[src/rtl/core/gps_seconds_to_bcd_date_assert.svh]
// assertion macros shared by the date conversion pipeline
`ifndef GPS_SECONDS_TO_BCD_DATE_ASSERT_SVH
`define GPS_SECONDS_TO_BCD_DATE_ASSERT_SVH

// same-cycle implication, disabled while reset is low
`define GSBD_ASSERT_IMPL(name, clk, rst_n, ante, cons) \
    name: assert property (@(posedge clk) disable iff (!rst_n) (ante) |-> (cons)) \
        else $error("gsbd: same-cycle check failed");

// next-cycle implication, disabled while reset is low
`define GSBD_ASSERT_NEXT(name, clk, rst_n, ante, cons) \
    name: assert property (@(posedge clk) disable iff (!rst_n) (ante) |=> (cons)) \
        else $error("gsbd: next-cycle check failed");

`endif

[src/rtl/core/gsbd_pkg.sv]
// constants, tables, payload types and helpers of the date conversion pipeline
`timescale 1ns / 1ps

package gsbd_pkg;

    // time constants
    localparam logic [16:0] SECS_PER_DAY      = 17'd86400;
    localparam logic [11:0] SECS_PER_HOUR     = 12'd3600;
    localparam logic [5:0]  SECS_PER_MIN      = 6'd60;
    localparam logic [2:0]  DAYS_BEFORE_EPOCH = 3'd5;
    localparam logic [10:0] DAYS_PER_CYCLE    = 11'd1461;

    // reciprocals floor(2^shift / divisor), estimate is low by at most one
    localparam logic [15:0] DAY_RECIP  = 16'd49710;
    localparam logic [5:0]  CYC_RECIP  = 6'd44;
    localparam logic [5:0]  HOUR_RECIP = 6'd36;
    localparam logic [6:0]  MIN_RECIP  = 7'd68;

    // cumulative day counts at the end of the first three years of a cycle
    localparam logic [10:0] YEAR1_END = 11'd366;
    localparam logic [10:0] YEAR2_END = 11'd731;
    localparam logic [10:0] YEAR3_END = 11'd1096;

    localparam logic [11:0] BASE_YEAR = 12'd1980;
    // only century year in the reachable range that is not a leap year
    localparam logic [11:0] COMMON_CENTURY = 12'd2100;

    localparam logic [4:0] ZONE_RESET = 5'd8;

    // days before the start of each month
    localparam logic [8:0] NORMAL_BEFORE [12] = '{
        9'd0, 9'd31, 9'd59, 9'd90, 9'd120, 9'd151,
        9'd181, 9'd212, 9'd243, 9'd273, 9'd304, 9'd334
    };
    localparam logic [8:0] LEAP_BEFORE [12] = '{
        9'd0, 9'd31, 9'd60, 9'd91, 9'd121, 9'd152,
        9'd182, 9'd213, 9'd244, 9'd274, 9'd305, 9'd335
    };

    typedef struct packed {
        logic [15:0] day_num;
        logic [16:0] sec_of_day;
    } t_split;

    typedef struct packed {
        logic [5:0]  cycle;
        logic [10:0] cycle_day;   // zero based
        logic [4:0]  hour;
        logic [11:0] sec_of_hour;
    } t_cycle;

    typedef struct packed {
        logic [3:0] tens;
        logic [3:0] ones;
    } t_bcd2;

    typedef struct packed {
        logic [11:0] year_value;
        logic [0:0]  month_tens;
        logic [3:0]  month_ones;
        logic [1:0]  day_tens;
        logic [3:0]  day_ones;
        logic [1:0]  hour_tens;
        logic [3:0]  hour_ones;
        logic [2:0]  minute_tens;
        logic [3:0]  minute_ones;
        logic [2:0]  second_tens;
        logic [3:0]  second_ones;
    } t_date;

    // signed zone hours to seconds, two's complement in 32 bits
    function automatic logic [31:0] zone_secs(input logic [4:0] zone);
        logic signed [31:0] zs;
        zs = {{27{zone[4]}}, zone};
        return 32'(zs * 32'sd3600);
    endfunction

    // two decimal digits of a value below 100, tens by x*205 >> 11
    function automatic t_bcd2 split_digits(input logic [6:0] value);
        logic [14:0] prod;
        logic [6:0]  tens10;
        t_bcd2       res;
        prod     = 15'(value) * 15'd205;
        res.tens = prod[14:11];
        tens10   = 7'(res.tens) * 7'd10;
        res.ones = 4'(value - tens10);
        return res;
    endfunction

endpackage

[src/rtl/core/gsbd_split.sv]
// offset add and split of seconds into day number and second of day
`timescale 1ns / 1ps
`include "gps_seconds_to_bcd_date_assert.svh"

module gsbd_split (
    input  logic               i_clk,
    input  logic               i_rst_n,
    input  logic [4:0]         i_zone,
    input  logic               i_valid,
    output logic               o_ready,
    input  logic [31:0]        i_secs,
    output logic               o_valid,
    input  logic               i_ready,
    output gsbd_pkg::t_split   o_data
);

    logic [3:0] r_v;
    logic [4:0] rdy;

    logic [31:0] r1_secs;
    logic [31:0] n1_secs;
    logic [47:0] n2_prod;
    logic [15:0] r2_est;
    logic [31:0] r2_secs;
    logic [32:0] n3_prod;
    logic [31:0] r3_prod;
    logic [15:0] r3_est;
    logic [31:0] r3_secs;
    logic [17:0] n4_rem;
    logic [15:0] n4_quot;
    gsbd_pkg::t_split n4_data;
    gsbd_pkg::t_split r4_data;

    // a stage moves when it is empty or the next one moves
    always_comb begin
        rdy[4] = i_ready;
        rdy[3] = !r_v[3] || rdy[4];
        rdy[2] = !r_v[2] || rdy[3];
        rdy[1] = !r_v[1] || rdy[2];
        rdy[0] = !r_v[0] || rdy[1];
    end

    always_ff @(posedge i_clk) begin
        if (!i_rst_n) begin
            r_v <= '0;
        end else begin
            if (rdy[0]) r_v[0] <= i_valid;
            if (rdy[1]) r_v[1] <= r_v[0];
            if (rdy[2]) r_v[2] <= r_v[1];
            if (rdy[3]) r_v[3] <= r_v[2];
        end
    end

    always_comb begin
        n1_secs = i_secs + gsbd_pkg::zone_secs(i_zone);
        n2_prod = 48'(r1_secs) * 48'(gsbd_pkg::DAY_RECIP);
        n3_prod = 33'(r2_est) * 33'(gsbd_pkg::SECS_PER_DAY);
        n4_rem  = 18'(r3_secs - r3_prod);
        if (n4_rem >= 18'(gsbd_pkg::SECS_PER_DAY)) begin
            n4_quot            = r3_est + 16'd1;
            n4_data.sec_of_day = 17'(n4_rem - 18'(gsbd_pkg::SECS_PER_DAY));
        end else begin
            n4_quot            = r3_est;
            n4_data.sec_of_day = n4_rem[16:0];
        end
        n4_data.day_num = n4_quot + 16'(gsbd_pkg::DAYS_BEFORE_EPOCH);
    end

    always_ff @(posedge i_clk) begin
        if (rdy[0] && i_valid) begin
            r1_secs <= n1_secs;
        end
        if (rdy[1] && r_v[0]) begin
            r2_est  <= n2_prod[47:32];
            r2_secs <= r1_secs;
        end
        if (rdy[2] && r_v[1]) begin
            r3_prod <= n3_prod[31:0];
            r3_est  <= r2_est;
            r3_secs <= r2_secs;
        end
        if (rdy[3] && r_v[2]) begin
            r4_data <= n4_data;
        end
    end

    assign o_ready = rdy[0];
    assign o_valid = r_v[3];
    assign o_data  = r4_data;

    `GSBD_ASSERT_IMPL(a_sod_range, i_clk, i_rst_n, r_v[3], r4_data.sec_of_day < gsbd_pkg::SECS_PER_DAY)
    `GSBD_ASSERT_NEXT(a_split_hold, i_clk, i_rst_n, r_v[3] && !i_ready, r_v[3] && $stable(r4_data))

endmodule

[src/rtl/core/gsbd_cycle.sv]
// split of day number into four-year cycles and second of day into hours
`timescale 1ns / 1ps
`include "gps_seconds_to_bcd_date_assert.svh"

module gsbd_cycle (
    input  logic               i_clk,
    input  logic               i_rst_n,
    input  logic               i_valid,
    output logic               o_ready,
    input  gsbd_pkg::t_split   i_data,
    output logic               o_valid,
    input  logic               i_ready,
    output gsbd_pkg::t_cycle   o_data
);

    logic [1:0] r_v;
    logic [2:0] rdy;

    logic [21:0] n5_cyc_prod;
    logic [21:0] n5_hr_prod;
    logic [5:0]  r5_est_cyc;
    logic [4:0]  r5_est_hr;
    logic [15:0] r5_day_num;
    logic [16:0] r5_sod;
    logic [15:0] n6_cyc_base;
    logic [11:0] n6_cyc_rem;
    logic [16:0] n6_hr_base;
    logic [12:0] n6_hr_rem;
    gsbd_pkg::t_cycle n6_data;
    gsbd_pkg::t_cycle r6_data;

    always_comb begin
        rdy[2] = i_ready;
        rdy[1] = !r_v[1] || rdy[2];
        rdy[0] = !r_v[0] || rdy[1];
    end

    always_ff @(posedge i_clk) begin
        if (!i_rst_n) begin
            r_v <= '0;
        end else begin
            if (rdy[0]) r_v[0] <= i_valid;
            if (rdy[1]) r_v[1] <= r_v[0];
        end
    end

    always_comb begin
        n5_cyc_prod = 22'(i_data.day_num) * 22'(gsbd_pkg::CYC_RECIP);
        n5_hr_prod  = 22'(i_data.sec_of_day) * 22'(gsbd_pkg::HOUR_RECIP);

        n6_cyc_base = 16'(r5_est_cyc) * 16'(gsbd_pkg::DAYS_PER_CYCLE);
        n6_cyc_rem  = 12'(r5_day_num - n6_cyc_base);
        if (n6_cyc_rem >= 12'(gsbd_pkg::DAYS_PER_CYCLE)) begin
            n6_data.cycle     = r5_est_cyc + 6'd1;
            n6_data.cycle_day = 11'(n6_cyc_rem - 12'(gsbd_pkg::DAYS_PER_CYCLE));
        end else begin
            n6_data.cycle     = r5_est_cyc;
            n6_data.cycle_day = n6_cyc_rem[10:0];
        end

        n6_hr_base = 17'(r5_est_hr) * 17'(gsbd_pkg::SECS_PER_HOUR);
        n6_hr_rem  = 13'(r5_sod - n6_hr_base);
        if (n6_hr_rem >= 13'(gsbd_pkg::SECS_PER_HOUR)) begin
            n6_data.hour        = r5_est_hr + 5'd1;
            n6_data.sec_of_hour = 12'(n6_hr_rem - 13'(gsbd_pkg::SECS_PER_HOUR));
        end else begin
            n6_data.hour        = r5_est_hr;
            n6_data.sec_of_hour = n6_hr_rem[11:0];
        end
    end

    always_ff @(posedge i_clk) begin
        if (rdy[0] && i_valid) begin
            r5_est_cyc <= n5_cyc_prod[21:16];
            r5_est_hr  <= n5_hr_prod[21:17];
            r5_day_num <= i_data.day_num;
            r5_sod     <= i_data.sec_of_day;
        end
        if (rdy[1] && r_v[0]) begin
            r6_data <= n6_data;
        end
    end

    assign o_ready = rdy[0];
    assign o_valid = r_v[1];
    assign o_data  = r6_data;

    `GSBD_ASSERT_IMPL(a_cycle_range, i_clk, i_rst_n, r_v[1], (r6_data.cycle_day < gsbd_pkg::DAYS_PER_CYCLE) && (r6_data.sec_of_hour < gsbd_pkg::SECS_PER_HOUR) && (r6_data.hour < 5'd24))

endmodule

[src/rtl/core/gsbd_calendar.sv]
// year and month walk, minute split and decimal digits of the result
`timescale 1ns / 1ps
`include "gps_seconds_to_bcd_date_assert.svh"

module gsbd_calendar (
    input  logic               i_clk,
    input  logic               i_rst_n,
    input  logic               i_valid,
    output logic               o_ready,
    input  gsbd_pkg::t_cycle   i_data,
    output logic               o_valid,
    input  logic               i_ready,
    output gsbd_pkg::t_date    o_data
);

    logic [2:0] r_v;
    logic [3:0] rdy;

    // stage 7
    logic [10:0] n7_doc;
    logic [1:0]  n7_yi;
    logic [8:0]  n7_diy;
    logic [11:0] n7_year;
    logic [17:0] n7_min_prod;
    logic [11:0] r7_year;
    logic        r7_leap;
    logic [8:0]  r7_diy;
    logic [5:0]  r7_est_min;
    logic [11:0] r7_soh;
    gsbd_pkg::t_bcd2 r7_hour;
    // stage 8
    logic [3:0]  n8_midx;
    logic [11:0] n8_min_base;
    logic [6:0]  n8_min_rem;
    logic [5:0]  n8_minute;
    logic [5:0]  n8_second;
    logic [11:0] r8_year;
    logic        r8_leap;
    logic [8:0]  r8_diy;
    logic [3:0]  r8_midx;
    logic [5:0]  r8_minute;
    logic [5:0]  r8_second;
    gsbd_pkg::t_bcd2 r8_hour;
    // stage 9
    logic [8:0]  n9_before;
    logic [5:0]  n9_day;
    logic [3:0]  n9_month;
    gsbd_pkg::t_bcd2 n9_day_bcd;
    gsbd_pkg::t_bcd2 n9_min_bcd;
    gsbd_pkg::t_bcd2 n9_sec_bcd;
    gsbd_pkg::t_date n9_data;
    gsbd_pkg::t_date r9_data;
    // output digit checks
    logic        month_ok;
    logic        time_ok;

    always_comb begin
        rdy[3] = i_ready;
        rdy[2] = !r_v[2] || rdy[3];
        rdy[1] = !r_v[1] || rdy[2];
        rdy[0] = !r_v[0] || rdy[1];
    end

    always_ff @(posedge i_clk) begin
        if (!i_rst_n) begin
            r_v <= '0;
        end else begin
            if (rdy[0]) r_v[0] <= i_valid;
            if (rdy[1]) r_v[1] <= r_v[0];
            if (rdy[2]) r_v[2] <= r_v[1];
        end
    end

    // year within the cycle, first year of each cycle gets 366 days
    always_comb begin
        n7_doc = i_data.cycle_day + 11'd1;
        if (n7_doc > gsbd_pkg::YEAR3_END) begin
            n7_yi  = 2'd3;
            n7_diy = 9'(n7_doc - gsbd_pkg::YEAR3_END);
        end else if (n7_doc > gsbd_pkg::YEAR2_END) begin
            n7_yi  = 2'd2;
            n7_diy = 9'(n7_doc - gsbd_pkg::YEAR2_END);
        end else if (n7_doc > gsbd_pkg::YEAR1_END) begin
            n7_yi  = 2'd1;
            n7_diy = 9'(n7_doc - gsbd_pkg::YEAR1_END);
        end else begin
            n7_yi  = 2'd0;
            n7_diy = n7_doc[8:0];
        end
        n7_year     = gsbd_pkg::BASE_YEAR + 12'({i_data.cycle, 2'b00}) + 12'(n7_yi);
        n7_min_prod = 18'(i_data.sec_of_hour) * 18'(gsbd_pkg::MIN_RECIP);
    end

    // month index counts month ends passed, table rises so this matches the walk
    always_comb begin
        n8_midx = 4'd0;
        for (int i = 1; i < 12; i++) begin
            if (r7_leap) begin
                if (r7_diy > gsbd_pkg::LEAP_BEFORE[4'(i)]) n8_midx = n8_midx + 4'd1;
            end else begin
                if (r7_diy > gsbd_pkg::NORMAL_BEFORE[4'(i)]) n8_midx = n8_midx + 4'd1;
            end
        end
        n8_min_base = 12'(r7_est_min) * 12'(gsbd_pkg::SECS_PER_MIN);
        n8_min_rem  = 7'(r7_soh - n8_min_base);
        if (n8_min_rem >= 7'(gsbd_pkg::SECS_PER_MIN)) begin
            n8_minute = r7_est_min + 6'd1;
            n8_second = 6'(n8_min_rem - 7'(gsbd_pkg::SECS_PER_MIN));
        end else begin
            n8_minute = r7_est_min;
            n8_second = n8_min_rem[5:0];
        end
    end

    // day 366 of a common year lands in december as day 32
    always_comb begin
        n9_before  = r8_leap ? gsbd_pkg::LEAP_BEFORE[r8_midx] : gsbd_pkg::NORMAL_BEFORE[r8_midx];
        n9_day     = 6'(r8_diy - n9_before);
        n9_month   = r8_midx + 4'd1;
        n9_day_bcd = gsbd_pkg::split_digits(7'(n9_day));
        n9_min_bcd = gsbd_pkg::split_digits(7'(r8_minute));
        n9_sec_bcd = gsbd_pkg::split_digits(7'(r8_second));

        n9_data.year_value  = r8_year;
        n9_data.month_tens  = (n9_month >= 4'd10);
        n9_data.month_ones  = (n9_month >= 4'd10) ? (n9_month - 4'd10) : n9_month;
        n9_data.day_tens    = 2'(n9_day_bcd.tens);
        n9_data.day_ones    = n9_day_bcd.ones;
        n9_data.hour_tens   = 2'(r8_hour.tens);
        n9_data.hour_ones   = r8_hour.ones;
        n9_data.minute_tens = 3'(n9_min_bcd.tens);
        n9_data.minute_ones = n9_min_bcd.ones;
        n9_data.second_tens = 3'(n9_sec_bcd.tens);
        n9_data.second_ones = n9_sec_bcd.ones;
    end

    always_ff @(posedge i_clk) begin
        if (rdy[0] && i_valid) begin
            r7_year    <= n7_year;
            r7_leap    <= (n7_yi == 2'd0) && (n7_year != gsbd_pkg::COMMON_CENTURY);
            r7_diy     <= n7_diy;
            r7_est_min <= n7_min_prod[17:12];
            r7_soh     <= i_data.sec_of_hour;
            r7_hour    <= gsbd_pkg::split_digits(7'(i_data.hour));
        end
        if (rdy[1] && r_v[0]) begin
            r8_year   <= r7_year;
            r8_leap   <= r7_leap;
            r8_diy    <= r7_diy;
            r8_midx   <= n8_midx;
            r8_minute <= n8_minute;
            r8_second <= n8_second;
            r8_hour   <= r7_hour;
        end
        if (rdy[2] && r_v[1]) begin
            r9_data <= n9_data;
        end
    end

    assign o_ready = rdy[0];
    assign o_valid = r_v[2];
    assign o_data  = r9_data;

    // month 1 to 12, minute and second digits in range
    assign month_ok = (r9_data.month_tens == 1'b0) ? (r9_data.month_ones != 4'd0)
                                                   : (r9_data.month_ones <= 4'd2);
    assign time_ok  = (r9_data.minute_tens <= 3'd5) && (r9_data.second_tens <= 3'd5)
                   && (r9_data.minute_ones <= 4'd9) && (r9_data.second_ones <= 4'd9);

    `GSBD_ASSERT_IMPL(a_month_digits, i_clk, i_rst_n, r_v[2], month_ok)
    `GSBD_ASSERT_IMPL(a_time_digits, i_clk, i_rst_n, r_v[2], time_ok)

endmodule

[src/rtl/core/gps_seconds_to_bcd_date.sv]
// top level: seconds since the 1980-01-06 epoch to calendar date and time digits
//
//   channel   direction   handshake             payload
//   cfg       in          i_cfg_valid/o_cfg_ready  i_cfg_data (zone offset hours, signed)
//   in        in          i_in_valid/o_in_stall    i_epoch_seconds
//   out       out         o_out_valid/i_out_stall  o_year_value .. o_second_ones
//
// one request per cycle sustained while i_out_stall stays low; a result passes through
// the nine register stages of reciprocal divides and table walks
// synchronous active-low reset empties all stages and sets the zone offset to +8
// a stall on the output holds the last stage; stages behind it keep filling
// bubbles, and o_in_stall rises only when every stage holds a request
`timescale 1ns / 1ps

module gps_seconds_to_bcd_date (
    input  logic        i_clk,
    input  logic        i_rst_n,
    // configuration write
    input  logic        i_cfg_valid,
    output logic        o_cfg_ready,
    input  logic [4:0]  i_cfg_data,
    // request side
    input  logic        i_in_valid,
    output logic        o_in_stall,
    input  logic [31:0] i_epoch_seconds,
    // result side
    output logic        o_out_valid,
    input  logic        i_out_stall,
    output logic [11:0] o_year_value,
    output logic [0:0]  o_month_tens,
    output logic [3:0]  o_month_ones,
    output logic [1:0]  o_day_tens,
    output logic [3:0]  o_day_ones,
    output logic [1:0]  o_hour_tens,
    output logic [3:0]  o_hour_ones,
    output logic [2:0]  o_minute_tens,
    output logic [3:0]  o_minute_ones,
    output logic [2:0]  o_second_tens,
    output logic [3:0]  o_second_ones
);

    // zone offset register, applied in the first stage
    logic [4:0] r_zone;

    logic             split_ready;
    logic             split_valid;
    gsbd_pkg::t_split split_data;
    logic             cycle_ready;
    logic             cycle_valid;
    gsbd_pkg::t_cycle cycle_data;
    logic             cal_ready;
    gsbd_pkg::t_date  cal_data;

    // writes are always taken; only written while the pipe is empty, which the block does not enforce
    assign o_cfg_ready = 1'b1;

    always_ff @(posedge i_clk) begin
        if (!i_rst_n) begin
            r_zone <= gsbd_pkg::ZONE_RESET;
        end else if (i_cfg_valid) begin
            r_zone <= i_cfg_data;
        end
    end

    // stages 1-4: add offset, seconds to day number and second of day
    gsbd_split u_split (
        .i_clk   (i_clk),
        .i_rst_n (i_rst_n),
        .i_zone  (r_zone),
        .i_valid (i_in_valid),
        .o_ready (split_ready),
        .i_secs  (i_epoch_seconds),
        .o_valid (split_valid),
        .i_ready (cycle_ready),
        .o_data  (split_data)
    );

    // stages 5-6: four-year cycle and hour split
    gsbd_cycle u_cycle (
        .i_clk   (i_clk),
        .i_rst_n (i_rst_n),
        .i_valid (split_valid),
        .o_ready (cycle_ready),
        .i_data  (split_data),
        .o_valid (cycle_valid),
        .i_ready (cal_ready),
        .o_data  (cycle_data)
    );

    // stages 7-9: year and month walk, minute split, decimal digits
    gsbd_calendar u_calendar (
        .i_clk   (i_clk),
        .i_rst_n (i_rst_n),
        .i_valid (cycle_valid),
        .o_ready (cal_ready),
        .i_data  (cycle_data),
        .o_valid (o_out_valid),
        .i_ready (!i_out_stall),
        .o_data  (cal_data)
    );

    assign o_in_stall = !split_ready;

    // result fields straight from the output register
    assign o_year_value  = cal_data.year_value;
    assign o_month_tens  = cal_data.month_tens;
    assign o_month_ones  = cal_data.month_ones;
    assign o_day_tens    = cal_data.day_tens;
    assign o_day_ones    = cal_data.day_ones;
    assign o_hour_tens   = cal_data.hour_tens;
    assign o_hour_ones   = cal_data.hour_ones;
    assign o_minute_tens = cal_data.minute_tens;
    assign o_minute_ones = cal_data.minute_ones;
    assign o_second_tens = cal_data.second_tens;
    assign o_second_ones = cal_data.second_ones;

endmodule
[config.mk]
export PLATFORM = sky130hd
export DESIGN_NAME = gps_seconds_to_bcd_date
export DESIGN_NICKNAME = d
export VERILOG_FILES = /design/src/rtl/core/gsbd_pkg.sv /design/src/rtl/core/gsbd_split.sv /design/src/rtl/core/gsbd_cycle.sv /design/src/rtl/core/gsbd_calendar.sv /design/src/rtl/core/gps_seconds_to_bcd_date.sv
export VERILOG_INCLUDE_DIRS = /design/src /design/src/rtl/core
export SDC_FILE = /design/constraint.sdc
export NUM_CORES = 1
export LEC_CHECK = 0
export BUFFER_PORTS_ARGS = -buffer_cell sky130_fd_sc_hd__buf_2
export CAP_MARGIN = 10
export CELL_PAD_IN_SITES_DETAIL_PLACEMENT = 0
export CELL_PAD_IN_SITES_GLOBAL_PLACEMENT = 1
export CORE_AREA = 2 2 267 269
export CTS_BUF_LIST = sky130_fd_sc_hd__clkbuf_16
export DETAILED_ROUTE_END_ITERATION = 6
export DIE_AREA = 0 0 269 271
export HOLD_SLACK_MARGIN = 0.08
export PLACE_DENSITY_LB_ADDON = 0.1
export SLEW_MARGIN = 40
export SYNTH_ARGS = -nofsm -noshare
export SYNTH_HDL_FRONTEND = slang
export SYNTH_SLANG_ARGS = --single-unit
[constraint.sdc]
create_clock -name i_clk -period 15.4 [get_ports i_clk]
set_input_delay 1.54 -clock i_clk [delete_from_list [all_inputs] [get_ports i_clk]]
set_output_delay 1.54 -clock i_clk [all_outputs]
set_load 0.01 [all_outputs]
# After elaboration in Yosys (flattened, before gate mapping)
# Memories as Yosys holds them, arrays and structs flattened.
# Index checks and enable logic that the tools add are counted.
# W data, S select, Z words.
[classes]
addsub = 33
mul = 17
div_mod_pow = 0
magnitude_cmp = 22
n_eq_ne = 1
n_shift = 0
muxes = 37
bitwise_logic = 1
reduce_logical = 31
[ops]
columns = ["cell", "n"]
rows = [
  ["$mux W4", 19],
  ["$gt A9 B8 Y1 const B", 6],
  ["$mux W17", 3],
  ["$mul A32 B15 Y47 const B", 1],
  ["$mul A6 B8 Y14 const B", 3],
  ["$mux W6", 7],
  ["$gt A9 B7 Y1 const B", 4],
  ["$add A32 B32 Y32", 1],
  ["$mux W9", 3],
  ["$add A4 B1 Y4 const B", 6],
  ["$mul A16 B4 Y20 const B", 1],
  ["$mul A17 B4 Y20 const B", 1],
  ["$ge A18 B17 Y1 const B", 1],
  ["$gt A9 B6 Y1 const B", 2],
  ["$sub A18 B18 Y18", 1],
  ["$sub A17 B17 Y17 const B", 1],
  ["$add A16 B1 Y16 const B", 1],
  ["$add A16 B3 Y16 const B", 1],
  ["$mul A12 B5 Y16 const B", 1],
  ["$mul A16 B10 Y11 const B", 1],
  ["$mux W16", 1],
  ["$sub A4 B4 Y4", 4],
  ["$mul A5 B9 Y14 const B", 1],
  ["$ge A13 B12 Y1 const B", 1],
  ["39 further kinds", 71],
]
[word_totals]
ff_bits = 353
latch_bits = 0
mem_bits_rw = 0
mem_bits_ro = 288
in_bits = 42
out_inout_bits = 46
wordCells = 196
memories = 2
[memory_table]
columns = ["name", "depth", "width", "read_ports", "rd_ports_with_merged_regs", "wr", "line_no", "source"]
rows = [
  ["(name not given)", 16, 9, 1, 0, 0, "gsbd_calendar.sv:117", "n9_before = r8_leap ? gsbd_pkg::LEAP_BEFORE[r8_midx] : gsbd_pkg::NORMAL_BEFORE[r8_midx];"],
  ["(name not given)", 16, 9, 1, 0, 0, "gsbd_calendar.sv:117", ""],
]

# Logic depth before layout (Yosys ltp)
[logic_depth]
word_depth = 20
depth_mapped = 33
mapped_depth_nobuf = 32

# Hierarchy
# From an unflattened synthesis, not the netlist that was laid out.
[unflattened]
cells_unflattened = 2952
hier_area_um2 = 32067.0
[modules_own_cells]
columns = ["module", "instances", "cells_per_inst", "area_per_inst_um2", "seq_area_each_um2"]
rows = [
  ["gsbd_split", 1, 1424, 15642.5, 4374.2],
  ["gsbd_calendar", 1, 828, 9387.8, 3813.7],
  ["gsbd_cycle", 1, 680, 6827.8, 2142.1],
  ["gps_seconds_to_bcd_date", 1, 20, 209.0, 100.1],
]

# Worst setup path after synthesis
# No wires, ideal clock.
[synth_timing]
path_kind = "register -> register"
from = "register u_calendar.r8_midx[1]"
to = "register u_calendar.r9_data (netlist bit u_calendar.o_data[23]), data pin"
setup_time_ns = 0.260
arrival_time_ns = 6.187
required_ns = 15.140
slack_ns = 8.953
stages_incl_launch_ff = 33
path_buffers = 1
period_less_slack_ns = 6.447
path_cell_list = "edfxtp_1 inv_1 ha_1 clkbuf_1 mux2i_1 o21a_1 inv_1 ha_1 nor2b_1 o21ai_0 nand2b_1 a21o_1 a21oi_1 xnor2_1 ha_1 ha_1 fa_1 ha_1 a41o_1 a21o_1 a21oi_1 nor2b_1 o21ai_0 nand2b_1 a21oi_1 nor2b_1 nor2_1 xor2_1 fa_1 xnor2_1 xnor2_1 xnor2_1 xnor2_1"
[synth_rtl]
columns = ["item", "line_no", "source"]
rows = [
  ["start, declared", "gsbd_calendar.sv:40", "logic [3:0] r8_midx;"],
  ["start signal, assigned", "gsbd_calendar.sv:150", "r8_midx <= n8_midx;"],
  ["end signal, assigned", "gsbd_calendar.sv:156", "r9_data <= n9_data;"],
  ["end, declared", "gsbd_calendar.sv:52", "gsbd_pkg::t_date r9_data;"],
]

==> metrics.txt <==
sequential area share after synthesis 0.334; worst path required time 15.74 ns; DRC 0; Final TNS setup 0 ns; CP Max Fanout 9; TritonRoute pass-1 iters 4; post-CTS setup buffers 0; Via Count 19600; Clock H-tree levels 2; Worst Tran Pin Value 0.785 ns; total wire length 58700 um; R2R Setup Slk 8.39 ns; die width 269 um; clock slew at reported path FFs 0.06 ns; Worst R2R Start u_calendar.r8_midx[0]; kind of critical path flip-flop to flip-flop; Vert. Die Dim 271 um; fin. max-slew vios 0; antenna violations before repair 0; Worst setup EP type flip-flop; fin nets 3751; Critical Path Source Type flip-flop; Rows 97; period utilization 0.455; number of antenna diodes 0; Max Root-Sink Buffers 3; Final min period 7.01 ns; flip-flop and latch count after synthesis 352; die area 72900 sq um; GP Congestion 0.873; FF-to-FF End u_calendar.o_data[23]; maxcap violations 0; DR WL/cell 15.0 um; CTS tree done; clock sinks 352; largest net degree at the start of global routing 45; Finish-stage setup viols 0; Yosys top cell by area edfxtp_1; Root Buffer clkbuf_16; largest cells by area after synthesis edfxtp_1 (33%), ha_1 (22%), fa_1 (13%), inv_1 (6.8%), xnor2_1 (4.8%); area of the multi-input gates 18700 sq um; crit path from u_calendar.r8_midx[0]; Post-synth EDFFs 338; port bufs 86; RSZ-0062 raised after global routing no; layout cell share with drive strength beyond 1 0.0731; Mapped Avg Cell Area 11.1 sq um; Achievable Freq 143 MHz; Area Overhead vs Synth 10.4%; CTS buffer count 43; Synth Cell Area 31200 sq um; commonest non-fill, non-tap cell in the layout inv_1; CTS resizes 0; relative slew slack 0.475; synthesized instance count 2824; Hold Vio Cnt, Final 0; status completed; worst-path cell with the longest stage delay edfxtp_1; Post-Syn Nets 3626; Detail Route Antenna Nets 0; share of the synthesized area in the top cell type 0.325; vias per cell 4.99; Hold Crit Class flip-flop to flip-flop; total global routing overflow 0; FF+latch area 10400 sq um; # fillers 6343; first-pass GRT wire length 100000 um; core area 69800 sq um; initial drt markers 575; slowest stage delay, CP 0.51 ns; Unique masters post-synth 83; Critical Path AT 7.35 ns; vias in the first global route 20700; CP Capture Point u_calendar.o_data[23]; Setup Skew 0.0255 ns; Synth Flop Type edfxtp_1; commonest cells after routing, fill and taps aside inv_1 (571), ha_1 (556), edfxtp_1 (338); asr flop ratio synth 0; R2R depth 31; # IOs 88; Skew-Pair Late Insertion Delay 0.58 ns; hold_buf cts 0; Ys Warns 0; Starting Density 0.447; total track usage 0.169; post-DP HPWL 48200 um
[layer usage]
layer	vias to the layer above	share of wire	track usage
met5	-	0	0
met4	0	0.036	0.0633
met3	100	0.024	0.0196
met2	216	0.53	0.319
met1	9359	0.41	0.192
li1	9903	-	-
[state kept, by name (all words and copies together) (netlist names), 7 cells and up]
signal	cells
u_calendar.o_data	43
u_split.o_data	33
u_split.r3_est	16
u_cycle.r5_sod	13
u_split.r3_prod	10
u_cycle.r5_day_num	12
u_split.r1_secs	32
u_split.r2_secs	18
u_calendar.r7_diy	9
u_split.r2_est	16
u_calendar.r7_year	12
u_calendar.r7_soh	7
u_cycle.o_data	34
u_calendar.r8_year	12
u_split.r3_secs	18
[cells by family (layout without fill, tap and decap cells)]
family,after synthesis,count (layout),synth area share
buf+inv,587,747,0.0712
mux,27,27,0.00914
other cells,1,1,0.000120
flops,352,352,0.334
simple gates,394,394,0.0637
xor+xnor,248,248,0.0696
compound gates,455,455,0.0983
fa+ha+maj,760,760,0.354
[through the flow]
stage	util	instance area (sq um)	cells	hold slack, ns	setup WS, ns
finish	0.494	34500	3924	0.416	8.39
global route	0.494	34500	3924	0.420	7.87
CTS	0.494	34500	3924	0.417	8.33
detailed placement	0.472	33000	3844	0.405	8.35
global placement	0.471	32900	3840	0.401	8.51
floorplan	-	31200	2824	0.400	8.95
[area by class of cell]
cell class | count | area share
Sequential cell | 352 | 0.303
Inverter | 568 | 0.0619
Clock inverter | 37 | 0.0126
Timing Repair Buffer | 99 | 0.0166
Multi-Input combinational cell | 1885 | 0.541
Tap cell | 940 | 0.0341
Clock buffer | 43 | 0.0312
[worst max-delay path: cells and delay by family (launching register included)]
family	cells	cell delay (ns)
xor gates and xnor gates	6	0.90
and+or+nand+nor	6	0.67
buffers and inverters	2	0.23
adders and majority gates	7	2.47
muxes	1	0.18
DFF	1	0.51
AOI/OAI and AO/OA	9	1.79
[Yosys cell counts, types with 7 or more instances]
cell type and count:
nor2b_1 33, and2_1 12, mux2_2 12, edfxtp_1 338
nor2_1 98, nand4_1 16, nor3_1 18, xor2_1 76
a211o_1 7, o31ai_1 7, dfxtp_1 14, a41o_1 8
o21a_1 24, nand2b_1 17, fa_1 204, a211oi_1 14
inv_1 567, clkbuf_1 13, mux2i_1 15, o21ai_0 71
nand2_1 98, or2_2 8, a21boi_0 12, o21bai_1 25
a31oi_1 16, xnor2_1 172, nand3_1 38, a21oi_1 121
a21o_1 78, o211ai_1 14, and3_1 17, nand3b_1 10
ha_1 556
[how the worst min path moves through the flow]
stage / start / end / slack, ns / cells past startpoint
after detailed placement: u_calendar.r7_hour[2] / u_calendar.n9_data[16] / 0.40 / 0
after global placement: u_calendar.r7_hour[0] / u_calendar.n9_data[14] / 0.40 / 0
final: u_calendar.r7_year[4] / u_calendar.r8_year[4] / 0.42 / 0
after CTS: u_split.r3_secs[3] / u_split.o_data[3] / 0.42 / 0
after global routing: u_split.r2_secs[12] / u_split.r3_secs[12] / 0.42 / 0
after floorplan: u_calendar.r7_hour[0] / u_calendar.n9_data[14] / 0.40 / 0
Power is not shown: default switching activity piles up to over one toggle a cycle in this logic, so the estimate is an artifact.
